File: src/rtl/core/trqm_pkg.sv
`timescale 1ns / 1ps

package trqm_pkg;

    // Default sizing of the task table and the id counter.
    localparam int SLOTS_DEF   = 16;
    localparam int ID_BITS_DEF = 16;

    // Fixed field widths of the streams.
    localparam int ACTION_W  = 3;
    localparam int TASK_ID_W = 16;
    localparam int HANDLE_W  = 32;
    localparam int STATUS_W  = 3;
    localparam int IN_DATA_W  = 56;
    localparam int OUT_DATA_W = 56;

    // Operation codes.
    localparam logic [ACTION_W-1:0] ACT_ADD      = 3'd0;
    localparam logic [ACTION_W-1:0] ACT_SCHEDULE = 3'd1;
    localparam logic [ACTION_W-1:0] ACT_DISPATCH = 3'd2;
    localparam logic [ACTION_W-1:0] ACT_FINISH   = 3'd3;
    localparam logic [ACTION_W-1:0] ACT_QUERY    = 3'd4;
    localparam logic [ACTION_W-1:0] ACT_REMOVE   = 3'd5;

    // Result status codes.
    localparam logic [STATUS_W-1:0] STS_OK        = 3'd0;
    localparam logic [STATUS_W-1:0] STS_NOT_FOUND = 3'd1;
    localparam logic [STATUS_W-1:0] STS_EMPTY     = 3'd2;
    localparam logic [STATUS_W-1:0] STS_FULL      = 3'd3;
    localparam logic [STATUS_W-1:0] STS_NULL      = 3'd4;
    localparam logic [STATUS_W-1:0] STS_RUNNING   = 3'd5;

    // Slot life-cycle codes.
    typedef enum logic [1:0] {
        SLOT_FREE    = 2'd0,
        SLOT_STOPPED = 2'd1,
        SLOT_SCHED   = 2'd2,
        SLOT_RUN     = 2'd3
    } slot_state_t;

    // Which slots a table walk accepts.
    typedef enum logic [1:0] {
        MATCH_FREE,
        MATCH_STOPPED,
        MATCH_LIVE
    } match_mode_t;

endpackage

File: src/rtl/core/trqm_ram.sv
`timescale 1ns / 1ps

module trqm_ram #(
    parameter int WIDTH = 8,
    parameter int DEPTH = 16
) (
    input  logic                     clk,
    input  logic                     we,
    input  logic [$clog2(DEPTH)-1:0] waddr,
    input  logic [WIDTH-1:0]         wdata,
    input  logic [$clog2(DEPTH)-1:0] raddr,
    output logic [WIDTH-1:0]         rdata
);

    logic [WIDTH-1:0] mem [DEPTH];

    // One write port, one registered read port.
    always_ff @(posedge clk)
    begin
        if (we)
        begin
            mem[waddr] <= wdata;
        end
        rdata <= mem[raddr];
    end

endmodule

File: src/rtl/core/task_run_queue_manager_core.sv
`timescale 1ns / 1ps
// Add, schedule, query and remove walk the task table one slot a cycle through the id
// memory; a remove of a queued task that is not at the head then follows the queue links.
// Dispatch reads the queue head, while finish, an add with a null handle and an unknown
// action go straight to the result.
// One transfer is worked on at a time; a result waits in the output register.
// Reset (rst_n low, asynchronous) frees every slot, empties the queue and clears the id
// counter; the memories need no clearing.
module task_run_queue_manager_core #(
    parameter int SLOTS   = trqm_pkg::SLOTS_DEF,
    parameter int ID_BITS = trqm_pkg::ID_BITS_DEF
) (
    input  logic                            clk,
    input  logic                            rst_n,
    input  logic                            s_tvalid,
    output logic                            s_tready,
    // action[2:0], task_id[18:3], task_handle[50:19], zeros above
    input  logic [trqm_pkg::IN_DATA_W-1:0]  s_tdata,
    // task_kind[0]
    input  logic                            s_tuser,
    output logic                            m_tvalid,
    input  logic                            m_tready,
    // status[2:0], result_id[18:3], result_handle[50:19], is_queued[51], zeros above
    output logic [trqm_pkg::OUT_DATA_W-1:0] m_tdata,
    // result_kind[0]
    output logic                            m_tuser
);

    localparam int SW = $clog2(SLOTS);
    localparam int CW = $clog2(SLOTS + 1);
    localparam int MW = (ID_BITS > trqm_pkg::TASK_ID_W) ? ID_BITS : trqm_pkg::TASK_ID_W;
    localparam int DW = trqm_pkg::HANDLE_W + 1;
    localparam logic [SW-1:0] LAST_SLOT = SW'(SLOTS - 1);
    localparam logic [MW-1:0] ID_MASK   = {MW{1'b1}} >> (MW - ID_BITS);

    typedef enum logic [3:0] {
        S_IDLE,
        S_SEARCH,
        S_ADD_WR,
        S_SCHED_WR,
        S_DISP_RD,
        S_DISP_DO,
        S_RMH_RD,
        S_RMH_DO,
        S_WALK_RD,
        S_WALK_CMP,
        S_FIX_RD,
        S_FIX_WR,
        S_RESP
    } state_t;

    // Control state.
    state_t                   state_reg, state_next;
    trqm_pkg::slot_state_t    slot_st_reg [SLOTS];
    trqm_pkg::slot_state_t    slot_st_next [SLOTS];
    logic [SW-1:0]            head_reg, head_next;
    logic [SW-1:0]            tail_reg, tail_next;
    logic [CW-1:0]            count_reg, count_next;
    logic                     run_valid_reg, run_valid_next;
    logic [SW-1:0]            run_slot_reg, run_slot_next;
    logic [ID_BITS-1:0]       next_id_reg, next_id_next;
    trqm_pkg::match_mode_t    mode_reg, mode_next;
    logic [SW-1:0]            issue_reg, issue_next;
    logic [SW-1:0]            cmp_idx_reg, cmp_idx_next;
    logic                     cmp_valid_reg, cmp_valid_next;
    logic [SW-1:0]            slot_reg, slot_next;
    logic [SW-1:0]            prev_reg, prev_next;
    logic [CW-1:0]            walk_n_reg, walk_n_next;
    logic                     m_valid_reg, m_valid_next;

    // Latched request and pending result.
    logic [trqm_pkg::ACTION_W-1:0]  act_reg, act_next;
    logic [MW-1:0]                  key_reg, key_next;
    logic                           kind_reg, kind_next;
    logic [trqm_pkg::HANDLE_W-1:0]  handle_reg, handle_next;
    logic [trqm_pkg::STATUS_W-1:0]  res_status_reg, res_status_next;
    logic [trqm_pkg::TASK_ID_W-1:0] res_id_reg, res_id_next;
    logic                           res_kind_reg, res_kind_next;
    logic [trqm_pkg::HANDLE_W-1:0]  res_handle_reg, res_handle_next;
    logic                           res_queued_reg, res_queued_next;
    logic [trqm_pkg::OUT_DATA_W-1:0] m_data_reg, m_data_next;
    logic                           m_user_reg, m_user_next;

    // Memory ports.
    logic               id_we;
    logic [SW-1:0]      id_raddr;
    logic [ID_BITS-1:0] id_rdata;
    logic               dat_we;
    logic [DW-1:0]      dat_rdata;
    logic               lnk_we;
    logic [SW-1:0]      lnk_waddr, lnk_wdata, lnk_raddr, lnk_rdata;

    // Decoded input fields.
    logic [trqm_pkg::ACTION_W-1:0]  in_action;
    logic [trqm_pkg::TASK_ID_W-1:0] in_task_id;
    logic [trqm_pkg::HANDLE_W-1:0]  in_handle;
    logic                           accept;
    logic                           qualify;
    logic                           hit;
    trqm_pkg::slot_state_t          cmp_st;

    assign in_action  = s_tdata[2:0];
    assign in_task_id = s_tdata[18:3];
    assign in_handle  = s_tdata[50:19];
    assign s_tready   = (state_reg == S_IDLE);
    assign accept     = s_tvalid && s_tready;

    // Memory address and write selection.
    assign id_we     = (state_reg == S_ADD_WR);
    assign dat_we    = (state_reg == S_ADD_WR);
    assign id_raddr  = (state_reg == S_SEARCH) ? issue_reg : head_reg;
    assign lnk_we    = (state_reg == S_SCHED_WR && count_reg != '0) || (state_reg == S_FIX_WR);
    assign lnk_waddr = (state_reg == S_FIX_WR) ? prev_reg : tail_reg;
    assign lnk_wdata = (state_reg == S_FIX_WR) ? lnk_rdata : slot_reg;

    always_comb
    begin
        unique case (state_reg)
            S_WALK_RD: lnk_raddr = prev_reg;
            S_FIX_RD:  lnk_raddr = slot_reg;
            default:   lnk_raddr = head_reg;
        endcase
    end

    trqm_ram #(.WIDTH(ID_BITS), .DEPTH(SLOTS)) u_id_ram (
        .clk   (clk),
        .we    (id_we),
        .waddr (slot_reg),
        .wdata (next_id_reg),
        .raddr (id_raddr),
        .rdata (id_rdata)
    );

    trqm_ram #(.WIDTH(DW), .DEPTH(SLOTS)) u_dat_ram (
        .clk   (clk),
        .we    (dat_we),
        .waddr (slot_reg),
        .wdata ({kind_reg, handle_reg}),
        .raddr (head_reg),
        .rdata (dat_rdata)
    );

    trqm_ram #(.WIDTH(SW), .DEPTH(SLOTS)) u_link_ram (
        .clk   (clk),
        .we    (lnk_we),
        .waddr (lnk_waddr),
        .wdata (lnk_wdata),
        .raddr (lnk_raddr),
        .rdata (lnk_rdata)
    );

    // Slot test for the table walk: status from the flops, id from the memory.
    always_comb
    begin
        cmp_st = slot_st_reg[cmp_idx_reg];
        case (mode_reg)
            trqm_pkg::MATCH_FREE:    qualify = (cmp_st == trqm_pkg::SLOT_FREE);
            trqm_pkg::MATCH_STOPPED: qualify = (cmp_st == trqm_pkg::SLOT_STOPPED) &&
                                               (MW'(id_rdata) == key_reg);
            default:                 qualify = (cmp_st == trqm_pkg::SLOT_STOPPED ||
                                                cmp_st == trqm_pkg::SLOT_SCHED) &&
                                               (MW'(id_rdata) == key_reg);
        endcase
        hit = cmp_valid_reg && qualify;
    end

    // Next-state logic.
    always_comb
    begin
        state_next      = state_reg;
        slot_st_next    = slot_st_reg;
        head_next       = head_reg;
        tail_next       = tail_reg;
        count_next      = count_reg;
        run_valid_next  = run_valid_reg;
        run_slot_next   = run_slot_reg;
        next_id_next    = next_id_reg;
        mode_next       = mode_reg;
        issue_next      = issue_reg;
        cmp_idx_next    = cmp_idx_reg;
        cmp_valid_next  = cmp_valid_reg;
        slot_next       = slot_reg;
        prev_next       = prev_reg;
        walk_n_next     = walk_n_reg;
        act_next        = act_reg;
        key_next        = key_reg;
        kind_next       = kind_reg;
        handle_next     = handle_reg;
        res_status_next = res_status_reg;
        res_id_next     = res_id_reg;
        res_kind_next   = res_kind_reg;
        res_handle_next = res_handle_reg;
        res_queued_next = res_queued_reg;
        m_data_next     = m_data_reg;
        m_user_next     = m_user_reg;
        m_valid_next    = m_valid_reg && !m_tready;

        unique case (state_reg)
            S_IDLE:
            begin
                if (accept)
                begin
                    act_next        = in_action;
                    key_next        = MW'(in_task_id) & ID_MASK;
                    kind_next       = s_tuser;
                    handle_next     = in_handle;
                    res_status_next = trqm_pkg::STS_OK;
                    res_id_next     = '0;
                    res_kind_next   = 1'b0;
                    res_handle_next = '0;
                    res_queued_next = 1'b0;
                    issue_next      = '0;
                    cmp_valid_next  = 1'b0;
                    state_next      = S_RESP;
                    case (in_action) inside
                        trqm_pkg::ACT_ADD:
                        begin
                            if (in_handle == '0)
                            begin
                                res_status_next = trqm_pkg::STS_NULL;
                            end
                            else
                            begin
                                mode_next  = trqm_pkg::MATCH_FREE;
                                state_next = S_SEARCH;
                            end
                        end
                        trqm_pkg::ACT_SCHEDULE:
                        begin
                            mode_next  = trqm_pkg::MATCH_STOPPED;
                            state_next = S_SEARCH;
                        end
                        trqm_pkg::ACT_QUERY, trqm_pkg::ACT_REMOVE:
                        begin
                            mode_next  = trqm_pkg::MATCH_LIVE;
                            state_next = S_SEARCH;
                        end
                        trqm_pkg::ACT_DISPATCH:
                        begin
                            if (run_valid_reg)
                            begin
                                res_status_next = trqm_pkg::STS_RUNNING;
                            end
                            else if (count_reg == '0)
                            begin
                                res_status_next = trqm_pkg::STS_EMPTY;
                            end
                            else
                            begin
                                state_next = S_DISP_RD;
                            end
                        end
                        trqm_pkg::ACT_FINISH:
                        begin
                            if (!run_valid_reg)
                            begin
                                res_status_next = trqm_pkg::STS_RUNNING;
                            end
                            else
                            begin
                                slot_st_next[run_slot_reg] = trqm_pkg::SLOT_STOPPED;
                                run_valid_next             = 1'b0;
                            end
                        end
                        default:
                        begin
                        end
                    endcase
                end
            end

            // Walk the table: issue one id read a cycle, test the one issued before.
            S_SEARCH:
            begin
                if (hit)
                begin
                    slot_next  = cmp_idx_reg;
                    state_next = S_RESP;
                    case (act_reg)
                        trqm_pkg::ACT_ADD:      state_next = S_ADD_WR;
                        trqm_pkg::ACT_SCHEDULE: state_next = S_SCHED_WR;
                        trqm_pkg::ACT_QUERY:
                            res_queued_next = (cmp_st == trqm_pkg::SLOT_SCHED);
                        default:
                        begin
                            slot_st_next[cmp_idx_reg] = trqm_pkg::SLOT_FREE;
                            if (cmp_st == trqm_pkg::SLOT_SCHED && count_reg != '0)
                            begin
                                if (cmp_idx_reg == head_reg)
                                begin
                                    state_next = S_RMH_RD;
                                end
                                else
                                begin
                                    prev_next   = head_reg;
                                    walk_n_next = CW'(1);
                                    state_next  = S_WALK_RD;
                                end
                            end
                        end
                    endcase
                end
                else if (cmp_valid_reg && cmp_idx_reg == LAST_SLOT)
                begin
                    res_status_next = (act_reg == trqm_pkg::ACT_ADD) ?
                                      trqm_pkg::STS_FULL : trqm_pkg::STS_NOT_FOUND;
                    state_next      = S_RESP;
                end
                else
                begin
                    cmp_idx_next   = issue_reg;
                    cmp_valid_next = 1'b1;
                    if (issue_reg != LAST_SLOT)
                    begin
                        issue_next = issue_reg + 1'b1;
                    end
                end
            end

            S_ADD_WR:
            begin
                slot_st_next[slot_reg] = trqm_pkg::SLOT_STOPPED;
                res_id_next            = trqm_pkg::TASK_ID_W'(MW'(next_id_reg));
                next_id_next           = next_id_reg + 1'b1;
                state_next             = S_RESP;
            end

            // Append to the queue tail; when the queue is not empty, the old tail's link is written in this cycle.
            S_SCHED_WR:
            begin
                slot_st_next[slot_reg] = trqm_pkg::SLOT_SCHED;
                if (count_reg == '0)
                begin
                    head_next = slot_reg;
                end
                tail_next  = slot_reg;
                count_next = count_reg + 1'b1;
                state_next = S_RESP;
            end

            S_DISP_RD:
            begin
                state_next = S_DISP_DO;
            end

            S_DISP_DO:
            begin
                if (count_reg > CW'(1))
                begin
                    head_next = lnk_rdata;
                end
                count_next             = count_reg - 1'b1;
                slot_st_next[head_reg] = trqm_pkg::SLOT_RUN;
                run_valid_next         = 1'b1;
                run_slot_next          = head_reg;
                res_id_next            = trqm_pkg::TASK_ID_W'(MW'(id_rdata));
                res_kind_next          = dat_rdata[DW-1];
                res_handle_next        = dat_rdata[trqm_pkg::HANDLE_W-1:0];
                state_next             = S_RESP;
            end

            S_RMH_RD:
            begin
                state_next = S_RMH_DO;
            end

            S_RMH_DO:
            begin
                if (count_reg > CW'(1))
                begin
                    head_next = lnk_rdata;
                end
                count_next = count_reg - 1'b1;
                state_next = S_RESP;
            end

            // Follow the links from the head to find the predecessor.
            S_WALK_RD:
            begin
                state_next = (walk_n_reg < count_reg) ? S_WALK_CMP : S_RESP;
            end

            S_WALK_CMP:
            begin
                if (lnk_rdata == slot_reg)
                begin
                    state_next = S_FIX_RD;
                end
                else
                begin
                    prev_next   = lnk_rdata;
                    walk_n_next = walk_n_reg + 1'b1;
                    state_next  = S_WALK_RD;
                end
            end

            S_FIX_RD:
            begin
                state_next = S_FIX_WR;
            end

            // Predecessor now skips the removed slot.
            S_FIX_WR:
            begin
                if (slot_reg == tail_reg)
                begin
                    tail_next = prev_reg;
                end
                count_next = count_reg - 1'b1;
                state_next = S_RESP;
            end

            S_RESP:
            begin
                if (!m_valid_reg || m_tready)
                begin
                    m_valid_next = 1'b1;
                    m_data_next  = {4'b0, res_queued_reg, res_handle_reg, res_id_reg,
                                    res_status_reg};
                    m_user_next  = res_kind_reg;
                    state_next   = S_IDLE;
                end
            end

            default:
            begin
                state_next = S_IDLE;
            end
        endcase
    end

    // State and registered outputs.
    always_ff @(posedge clk or negedge rst_n)
    begin
        if (!rst_n)
        begin
            state_reg     <= S_IDLE;
            for (int i = 0; i < SLOTS; i++)
            begin
                slot_st_reg[i] <= trqm_pkg::SLOT_FREE;
            end
            head_reg      <= '0;
            tail_reg      <= '0;
            count_reg     <= '0;
            run_valid_reg <= 1'b0;
            run_slot_reg  <= '0;
            next_id_reg   <= '0;
            mode_reg      <= trqm_pkg::MATCH_FREE;
            issue_reg     <= '0;
            cmp_idx_reg   <= '0;
            cmp_valid_reg <= 1'b0;
            slot_reg      <= '0;
            prev_reg      <= '0;
            walk_n_reg    <= '0;
            m_valid_reg   <= 1'b0;
        end
        else
        begin
            state_reg     <= state_next;
            slot_st_reg   <= slot_st_next;
            head_reg      <= head_next;
            tail_reg      <= tail_next;
            count_reg     <= count_next;
            run_valid_reg <= run_valid_next;
            run_slot_reg  <= run_slot_next;
            next_id_reg   <= next_id_next;
            mode_reg      <= mode_next;
            issue_reg     <= issue_next;
            cmp_idx_reg   <= cmp_idx_next;
            cmp_valid_reg <= cmp_valid_next;
            slot_reg      <= slot_next;
            prev_reg      <= prev_next;
            walk_n_reg    <= walk_n_next;
            m_valid_reg   <= m_valid_next;
        end
    end

    // Request and result payload.
    always_ff @(posedge clk)
    begin
        act_reg        <= act_next;
        key_reg        <= key_next;
        kind_reg       <= kind_next;
        handle_reg     <= handle_next;
        res_status_reg <= res_status_next;
        res_id_reg     <= res_id_next;
        res_kind_reg   <= res_kind_next;
        res_handle_reg <= res_handle_next;
        res_queued_reg <= res_queued_next;
        m_data_reg     <= m_data_next;
        m_user_reg     <= m_user_next;
    end

    assign m_tvalid = m_valid_reg;
    assign m_tdata  = m_data_reg;
    assign m_tuser  = m_user_reg;

    // The running slot always holds a task marked as running.
    a_run_slot: assert property (@(posedge clk) disable iff (!rst_n)
        run_valid_reg |-> (slot_st_reg[run_slot_reg] == trqm_pkg::SLOT_RUN))
        else $error("running slot not marked running");

    // The queue never holds more tasks than there are slots.
    a_count: assert property (@(posedge clk) disable iff (!rst_n)
        count_reg <= CW'(SLOTS))
        else $error("queue count beyond table size");

    // One transfer is worked on at a time.
    a_one_at_a_time: assert property (@(posedge clk) disable iff (!rst_n)
        (s_tvalid && s_tready) |=> !s_tready)
        else $error("input taken while busy");

endmodule
File: config.mk
export PLATFORM = sky130hd
export DESIGN_NAME = task_run_queue_manager_core
export DESIGN_NICKNAME = d
export VERILOG_FILES = /design/src/rtl/core/trqm_pkg.sv /design/src/rtl/core/trqm_ram.sv /design/src/rtl/core/task_run_queue_manager_core.sv
export SDC_FILE = /design/constraint.sdc
export NUM_CORES = 1
export LEC_CHECK = 0
export ABC_AREA = 1
export BUFFER_PORTS_ARGS = -buffer_cell sky130_fd_sc_hd__buf_2
export CAP_MARGIN = 15
export CORE_MARGIN = 8
export CORE_UTILIZATION = 35
export DETAILED_ROUTE_END_ITERATION = 6
export PLACE_DENSITY = 0.58
export SETUP_SLACK_MARGIN = 0.02
export SLEW_MARGIN = 20
export SYNTH_ARGS = -nofsm -noshare
export SYNTH_HDL_FRONTEND = slang
export SYNTH_SLANG_ARGS = --single-unit
File: constraint.sdc
create_clock -name clk -period 8.8 [get_ports clk]
set_input_delay 1.32 -clock clk [delete_from_list [all_inputs] [get_ports clk]]
set_output_delay 1.32 -clock clk [all_outputs]
set_load 0.005 [all_outputs]
### Yosys cells after proc, flatten, opt, wreduce, memory -nomap -nowiden

Memory sizes are Yosys's and may differ from the RTL's. A register that Yosys moved wholly into a read port is not among the register bits.
Index checks and enable logic that the tools add are counted.

| storage, ports and cells | value |
|---|---|
| register bits | 253 |
| latch bits | 0 |
| bits in writable memories | 848 |
| bits in read-only memories | 0 |
| output and inout port bits | 59 |
| logic and storage cells | 294 |
| memories | 3 |

| operators by class | value |
|---|---|
| add/subtract/negate cells | 5 |
| $mul | 0 |
| div/mod/pow operators | 0 |
| $lt $le $gt $ge | 10 |
| equality and inequality tests | 51 |
| shift-type cells | 0 |
| mux-type cells | 109 |
| bitwise logic cells | 18 |
| reductions and logical operators | 56 |

Memories:

| memory | depth | bits a word | read ports | clocked after Yosys merged registers in | write ports | line | RTL |
|---|---|---|---|---|---|---|---|
| u_dat_ram.mem | 16 | 33 | 1 | 1 | 1 | trqm_ram.sv:15 | `logic [WIDTH-1:0] mem [DEPTH];` |
| u_id_ram.mem | 16 | 16 | 1 | 1 | 1 | trqm_ram.sv:15 |  |
| u_link_ram.mem | 16 | 4 | 1 | 1 | 1 | trqm_ram.sv:15 |  |

Operators by type and width:

| cell | count |
|---|---|
| 32-bit 2-to-1 mux | 10 |
| 32-bit case mux with 5 select lines | 1 |
| 4-bit 2-to-1 mux | 28 |
| 32-bit case mux with 2 select lines | 1 |
| 16-bit bitwise AND | 3 |
| 16-bit inverter | 3 |
| 16-bit OR | 3 |
| 16-bit case mux with 3 select lines | 1 |
| 4-bit case mux with 2 select lines | 5 |
| 3-bit 2-to-1 mux | 12 |
| 4-bit case mux with 9 select lines | 1 |
| 32-bit bitwise AND | 1 |
| 2-bit demux with 4-bit select | 4 |
| 32-bit zero test | 1 |
| 32-bit inverter | 1 |
| 32-bit OR | 1 |
| 2-bit 2-to-1 mux | 13 |
| 5-bit 2-to-1 mux | 5 |
| 4-bit == test (second input constant) | 6 |
| 2-bit inequality test (second input constant) | 12 |
| 5-bit >= comparator (second input constant) | 4 |
| 5-bit by 1-bit < comparator with 1-bit output (second input constant) | 4 |
| 2-bit by 1-bit inequality test with 1-bit output (second input constant) | 10 |
| 4-bit inverter with 5-bit output | 4 |
| 46 further kinds | 115 |

### Depth between registers and ports, before layout

Gate-level depths: netlist (run 1).

| logic depth | value |
|---|---|
| word-level depth | 15 |
| depth in mapped cells | 23 |

### Cells and area by module

Synthesis (run 1) repeated with hierarchy kept, for this count alone.

| unflattened totals | value |
|---|---|
| cells, all modules | 4919 |
| area total of the unflattened synthesis | 50003.0 µm² |

Modules (own cells, without submodules):

| module | times used | cells an instance | area each (µm²) | sequential area each (µm²) |
|---|---|---|---|---|
| trqm_ram (u_dat_ram) | 1 | 2185 | 23229.8 | 16515.8 |
| task_run_queue_manager_core | 1 | 1370 | 12425.7 | 7121.8 |
| trqm_ram (u_id_ram) | 1 | 1074 | 11380.9 | 8007.7 |
| trqm_ram (u_link_ram) | 1 | 290 | 2966.6 | 2001.9 |

### Worst setup path after synthesis (run 1)

Ideal clock, no wire load.

| timing path | value |
|---|---|
| kind | input port to flip-flop |
| start | input port s_tvalid |
| end | register res_handle_reg[0] (netlist bit), enable pin |
| data arrival time | 4.793 ns |
| slack | 3.617 ns |
| cell stages on the path | 4 |
| path buffers | 0 |
| cells stage by stage | inv_1 > nor2_1 > inv_1 > nand2_1 |

| on the way | value |
|---|---|
| longest elaborated chain between the ends | 3 |

RTL lines:

| element | line | RTL |
|---|---|---|
| start: declaration | task_run_queue_manager_core.sv:15 | `input logic s_tvalid,` |
| 1-bit logical AND | task_run_queue_manager_core.sv:106 | `assign accept = s_tvalid && s_tready;` |
| 2-bit by 1-bit inequality test with 1-bit output (no source line) | n/a |  |
| 2-bit AND reduction (no source line) | n/a |  |
| end signal: assignment | task_run_queue_manager_core.sv:488 | `res_handle_reg <= res_handle_next;` |
| end: declaration | task_run_queue_manager_core.sv:79 | `logic [trqm_pkg::HANDLE_W-1:0] res_handle_reg, res_handle_next;` |

No other way between the ends.
A chain may end at the register's enable or synchronous reset.

### Worst setup path in the final report (run 1)

| timing path | value |
|---|---|
| start | register head_reg[0] |
| end | register u_id_ram.rdata[2], read port of u_id_ram.mem |

| on the way | value |
|---|---|
| longest elaborated chain between the ends | 1 |

RTL lines:

| element | line | RTL |
|---|---|---|
| start: declaration | task_run_queue_manager_core.sv:56 | `logic [SW-1:0] head_reg, head_next;` |
| start signal: assignment | task_run_queue_manager_core.sv:461 | `head_reg <= head_next;` |
| 4-bit 2-to-1 mux | task_run_queue_manager_core.sv:111 | `assign id_raddr = (state_reg == S_SEARCH) ? issue_reg : head_reg;` |
| end: declaration | trqm_ram.sv:12 | `output logic [WIDTH-1:0] rdata` |

No other way between the ends.

==> results.cfg, run 1 <==
[clock_network]
cts_tree = done
clkLatencyLatePin_ns = 0.72
post-cts-setup-buffer-count = 0
clock-sinks = 1154
ctsRootBufferMaster = clkbuf_16
numCtsBuffers = 115
ctsHoldBuffers = 0
clock_path_buffers = 3
htreeDepth = 3
cts.clk_slew.worst_paths_ns = 0.06
cts_resized = 0

[grt]
grt_pass1_wl_um = 183000
gr-usage-all-layers_pct = 16.3
grt_pass1_vias = 28535
grt_overflow = 0
grt_max_degree = 105
antenna_found_initial = 5

[power]
ir_worst_vdd_uv = 193
pwr_density_cell_mw_per_mm2 = 310
p_leak_nw = 18.4

[placement]
dpl.hpwl_um = 66400
io_buffers = 110
place_area_sq_mm = 0.0489
gp_congestion = 0.898

[timing]
slew_headroom_pct = 25.1
tns_ns = 0
finalHoldViolCount = 0
min_period_ns = 4.58
holdWs_ns = 0.386
finClkSkew_ns = 0.0539
rsz0062_at_grt = false
fmax_ghz = 0.219
setup_viol_count_final = 0
post-route-period-util_pct = 52.0
finalMaxSlewViolations = 0
tightest_slew_ns = 1.12

[yosys]
synth-edff-count = 1006
ys_warn_count = 0
syn-instance-count = 3770
synth_top_area_share_pct = 65.0
ys_seq_area_share_pct = 72.3
synth.cell_area_sq_mm = 0.0465
synthArstFlopShare_pct = 8.23
syn-mean-instance-area_sq_um = 12.3
synth_cell_types = 48
ys.flop_type = edfxtp_1
synthTopCellsByArea = edfxtp_1, nand3_1, dfrtp_1, nand2_1, o21ai_0
ys_seq_elements = 1154
yosysTopAreaCell = edfxtp_1

[route]
avgViaCountPerCell = 5.26
postRouteAntennaNets = 0
drcViolationCount = 0
via_count = 29938
dr.pass1.iters = 6
wl_um = 123000
drt_iter0_drc = 3097
detail_route.wl_per_cell_um = 21.6

[final_layout]
drive_gt1_share_pct = 10.3
finish.utilization_pct = 40.0
largest-register = u_dat_ram.mem
design_area_sq_mm = 0.0527
reg_top3 = u_dat_ram.mem x528, u_id_ram.mem x256, u_link_ram.mem x64
largest_register_ffs = 528
syn_to_final_growth_pct = 13.2
layout.nets = 3915

[die]
die_x_um = 381
core.rowCount = 133
start_util_pct = 35.3
ioPinCount = 120
dieArea_sq_mm = 0.145
die_h_um = 381
core_sq_mm = 0.132

[worst_setup_path]
cp_slowest_cell = dfrtp_4
max_stage_delay_ns = 0.95
end_kind = flip-flop
r2r_cells = 9
crit_fanout = 104
cp.required_ns = 9.36
arrival_ns = 5.14
path_cells = inv_4, nand2_2, buf_4, nand2_4, buf_4, o21ai_0, o21ai_0, o211ai_1, nand2_1
criticalPathCategory = reg -> reg
startpoint_type = flip-flop

[run_status]
outcome = finished clean

[min_path]
worst_hold_path_type = reg -> reg
holdPathStages = 0

[run]
cap_violations = 0
[worst paths after layout]
kind	startpoint	slack, ns	endpoint
max in group asynchronous	rst_n	6.88	head_reg[0]
worst max register to register	head_reg[0]	4.22	u_id_ram.rdata[2]
worst min-delay path	res_id_reg[0]	0.39	m_tdata[3]
worst max-delay path	head_reg[0]	4.22	u_id_ram.rdata[2]
worst min register to register	res_id_reg[0]	0.39	m_tdata[3]
min in group asynchronous	rst_n	0.59	next_id_reg[8]
[critical path: cells and delay by family (launching register included)]
kind | cells | cell delay [ns]
AND/OR/NAND/NOR | 3 | 1.04
flip-flops | 1 | 0.95
buffers and inverters | 3 | 1.76
AO/OA/AOI/OAI | 3 | 0.59
[layer usage]
layer | GRT usage, % | up-vias | routed length (um)
met5 | 0 | - | 14
met4 | 5.09 | 2 | 3770
met2 | 25.9 | 1064 | 56700
met1 | 22.6 | 14763 | 54100
li1 | - | 13876 | -
met3 | 3.33 | 233 | 8770
[report_power, final]
part | leakage, nW | internal [mW] | switching (mW)
registers | 10.7 | 6.62 | 0.476
clock network | 1.82 | 2.78 | 2.06
logic | 5.86 | 1.21 | 3.20
[cells in the final DEF (no fill, tap or decap), types with 53 or more instances in the layout]
cell type  count
a21oi_1      164
a22oi_1      141
buf_2        109
buf_4         55
clkbuf_16    116
dfrtp_1       93
dfxtp_1       53
edfxtp_1    1006
inv_1        255
nand2_1      474
nand3_1      476
nand4_1       54
nor2_1       227
o211ai_1      93
o21ai_0      269
[stage by stage]
stage / worst slack (ns) / total power [mW] / std cells
after floorplan: 3.62 / 10.2 / 3773
after global placement: 4.28 / 11.6 / 5478
after detailed placement: 4.25 / 11.6 / 5478
after CTS: 4.25 / 16.4 / 5695
after global routing: 3.93 / 17.2 / 5695
final: 4.22 / 16.3 / 5696
[kinds of logic after synthesis]
family / count (synthesis) / share of synthesized area (%)
buffers and inverters: 484 / 4.18
AND/OR/NAND/NOR: 1314 / 12.6
AO/OA/AOI/OAI: 766 / 9.82
XOR/XNOR: 37 / 0.697
flip-flops: 1154 / 72.3
other: 1 / 0.00806
adder cells (fa/ha/maj): 14 / 0.377
[cell usage after synthesis (all sizes together) (61+ instances only)]
cell type / n
a21oi: 167
a22oi: 141
buf: 61
clkbuf: 153
dfrtp: 95
edfxtp: 1006
inv: 268
nand2: 485
nand3: 476
nor2: 246
o211ai: 93
o21ai: 308
[area by class of cell]
| type | instances | area (sq um) |
|---|---|---|
| multi-input combinational | 2135 | 11100 |
| fill | 12283 | 79000 |
| antenna | 1 | 2.50 |
| clock buffer | 176 | 3280 |
| inverter | 270 | 1020 |
| timing repair buffer | 164 | 958 |
| tap | 1755 | 2200 |
| clock inverter | 41 | 459 |
| sequential | 1154 | 33700 |
Power figures use the tool's default switching activity.
==> inputs of run 2 (changes only) <==
PLACE_DENSITY = 0.6   (was 0.58)
clock period = 3.8 ns   (was 8.8 ns; I/O delays follow)
==> results.cfg, run 2 (synthesis gave the netlist of run 1 again) <==
[run_status]
violations = design-rule violations
outcome = finished, violations left

[power]
pwr-share-comb_pct = 28.6
finalPower_mw = 38.3
p_sw_mw = 13.5
ir_worst_vdd_uv = 716
p_leak_nw = 18.8
power_frac_seq_pct = 42.5
clock_power_share_pct = 28.9
switching_share_pct = 35.4
pwr_density_cell_mw_per_mm2 = 716
p_int_mw = 24.7

[worst_setup_path]
r2r_cells = 20
cp.required_ns = 4.37
max_stage_delay_ns = 0.47
cp_num_buf_inv = 4
critical_path.top_delay_family = simple AND/OR/NAND/NOR gates
cp_slowest_cell = dfrtp_1
rrSetupSlack_ns = 0.35
arrival_ns = 4.03
end_kind = flip-flop
rr_startpoint = cmp_idx_reg[1]
startpoint_type = flip-flop
rr_endpoint = slot_st_reg[17]
path_cells = inv_1, nand2_1, inv_1, a22oi_1, o221ai_1, nand2_1, nand4_1, inv_1, ha_1, nand3_1, nand2_1, nand2_1, nor2_1, nand3_1, nand2_1, nand2_1, nand2_2, nand2_4, inv_4, a21oi_1
criticalPathCategory = reg -> reg
crit_fanout = 21
cpMostUsedCell = nand2_1

[grt]
antenna_found_initial = 5
grt_max_degree = 186
grt_overflow = 0
grt_pass1_vias = 29350
gr-usage-all-layers_pct = 16.8
grt_pass1_wl_um = 188000

[final_layout]
layout.nets = 3982
largest_register_ffs = 528
syn_to_final_growth_pct = 14.9
final_cell_mix = edfxtp_1, nand3_1, nand2_1
reg_top3 = u_dat_ram.mem x528, u_id_ram.mem x256, u_link_ram.mem x64
final_common_cell = edfxtp_1
finish.utilization_pct = 40.6
drive_gt1_share_pct = 11.1
largest-register = u_dat_ram.mem

[clock_network]
numCtsBuffers = 112
cts_tree = done
cts.clk_slew.worst_paths_ns = 0.06
clock-sinks = 1154
post-cts-setup-buffer-count = 0
ctsRootBufferMaster = clkbuf_16
htreeDepth = 3
clock_path_buffers = 3
clkLatencyLatePin_ns = 0.74

[min_path]
worst_hold_path_type = in -> reg
whs_endpoint = key_reg[0]
holdPathStages = 1
hp-start = s_tdata[3]

[timing]
finClkSkew_ns = 0.0531
min_period_ns = 3.45
setup_viol_count_final = 0
tns_ns = 0
rsz0062_at_grt = false
post-route-period-util_pct = 90.8
fmax_ghz = 0.290
tightest_slew_ns = 1.12
finalHoldViolCount = 0
slew_headroom_pct = 25.1
finalMaxSlewViolations = 0

[route]
avgViaCountPerCell = 5.32
drt_iter0_drc = 3189
dr.pass1.iters = 7
detail_route.wl_per_cell_um = 21.9
wl_um = 126000
via_count = 30634
drcViolationCount = 1
postRouteAntennaNets = 0

[die]
ioPinCount = 120
die_h_um = 381
die_x_um = 381
start_util_pct = 35.3
dieArea_sq_mm = 0.145
core.rowCount = 133
core_sq_mm = 0.132

[placement]
dpl.hpwl_um = 70200
io_buffers = 110
gp_congestion = 0.876

[run]
cap_violations = 0
==> run 2: changes by cell type in the layout (fill, tap and decap cells not counted), moves of 3 or more <==
cell,delta
buf_12,+16
buf_4,+18
clkbuf_1,-15
clkbuf_16,-3
clkinv_1,+6
clkinv_2,+4
dlygate4sd3_1,+36
inv_6,+3
==> run 2: how the worst max path moves through the flow <==
| stage | cells past startpoint | endpoint | from |
|---|---|---|---|
| 2_1_floorplan | 10 | slot_st_reg[12] | state_reg[0] |
| 3_3_place_gp | 21 | prev_reg[0] | cmp_idx_reg[1] |
| 3_5_place_dp | 21 | prev_reg[0] | cmp_idx_reg[1] |
| 5_1_grt | 21 | slot_st_reg[20] | cmp_idx_reg[1] |
| 6_report | 20 | slot_st_reg[17] | cmp_idx_reg[1] |
| 4_1_cts | 21 | prev_reg[0] | cmp_idx_reg[1] |
==> run 2: metal layers <==
metal  global-route usage (%)  routed length (um)  vias to the layer above  share of wire (%)
met5                        0                  13                        -              0.010
met4                     5.29                3370                        2                2.7
met3                     2.92               10300                      216                8.2
met2                     26.1               57400                     1258                 45
met1                     23.9               55300                    15152                 44
li1                         -                   -                    14006                  -
==> run 2: through the flow <==
step / hold WS (ns) / instances / setup WS, ns / instance area (sq um)
global route: 0.0137 / 5761 / 0.0356 / 53400
global placement: 0.402 / 5512 / 0.463 / 49400
floorplan: 0.274 / 3773 / -1.26 / 46500
detailed placement: 0.405 / 5512 / 0.413 / 49400
finish: 0.0457 / 5763 / 0.348 / 53400
CTS: 0.00590 / 5761 / 0.406 / 53400
==> run 2: layout make-up <==
cell class	instances	area, sq um
Clock inverter	54	524
Antenna cell	2	5.00
Inverter	270	1020
Timing Repair Buffer	234	1770
Multi-Input combinational cell	2135	11100
Tap cell	1755	2200
Fill cell	12237	78200
Clock buffer	159	3160
Sequential cell	1154	33700
==> run 2: what timing repair did <==
item,4_1_cts,5_1_grt
hold buffers,36,0
endpoints found under the setup margin,0,2
gates resized for setup,0,1
hold endpoints to repair,74,0
==> run 2: power groups by stage <==
stage / clock network, mW / registers (mW) / logic, mW
2_1_floorplan: 0 / 16.1 / 7.40
3_3_place_gp: 0 / 16.5 / 10.8
3_5_place_dp: 0 / 16.5 / 10.9
4_1_cts: 11.3 / 16.3 / 10.9
5_1_grt: 11.8 / 16.4 / 12.1
6_report: 11.1 / 16.3 / 10.9
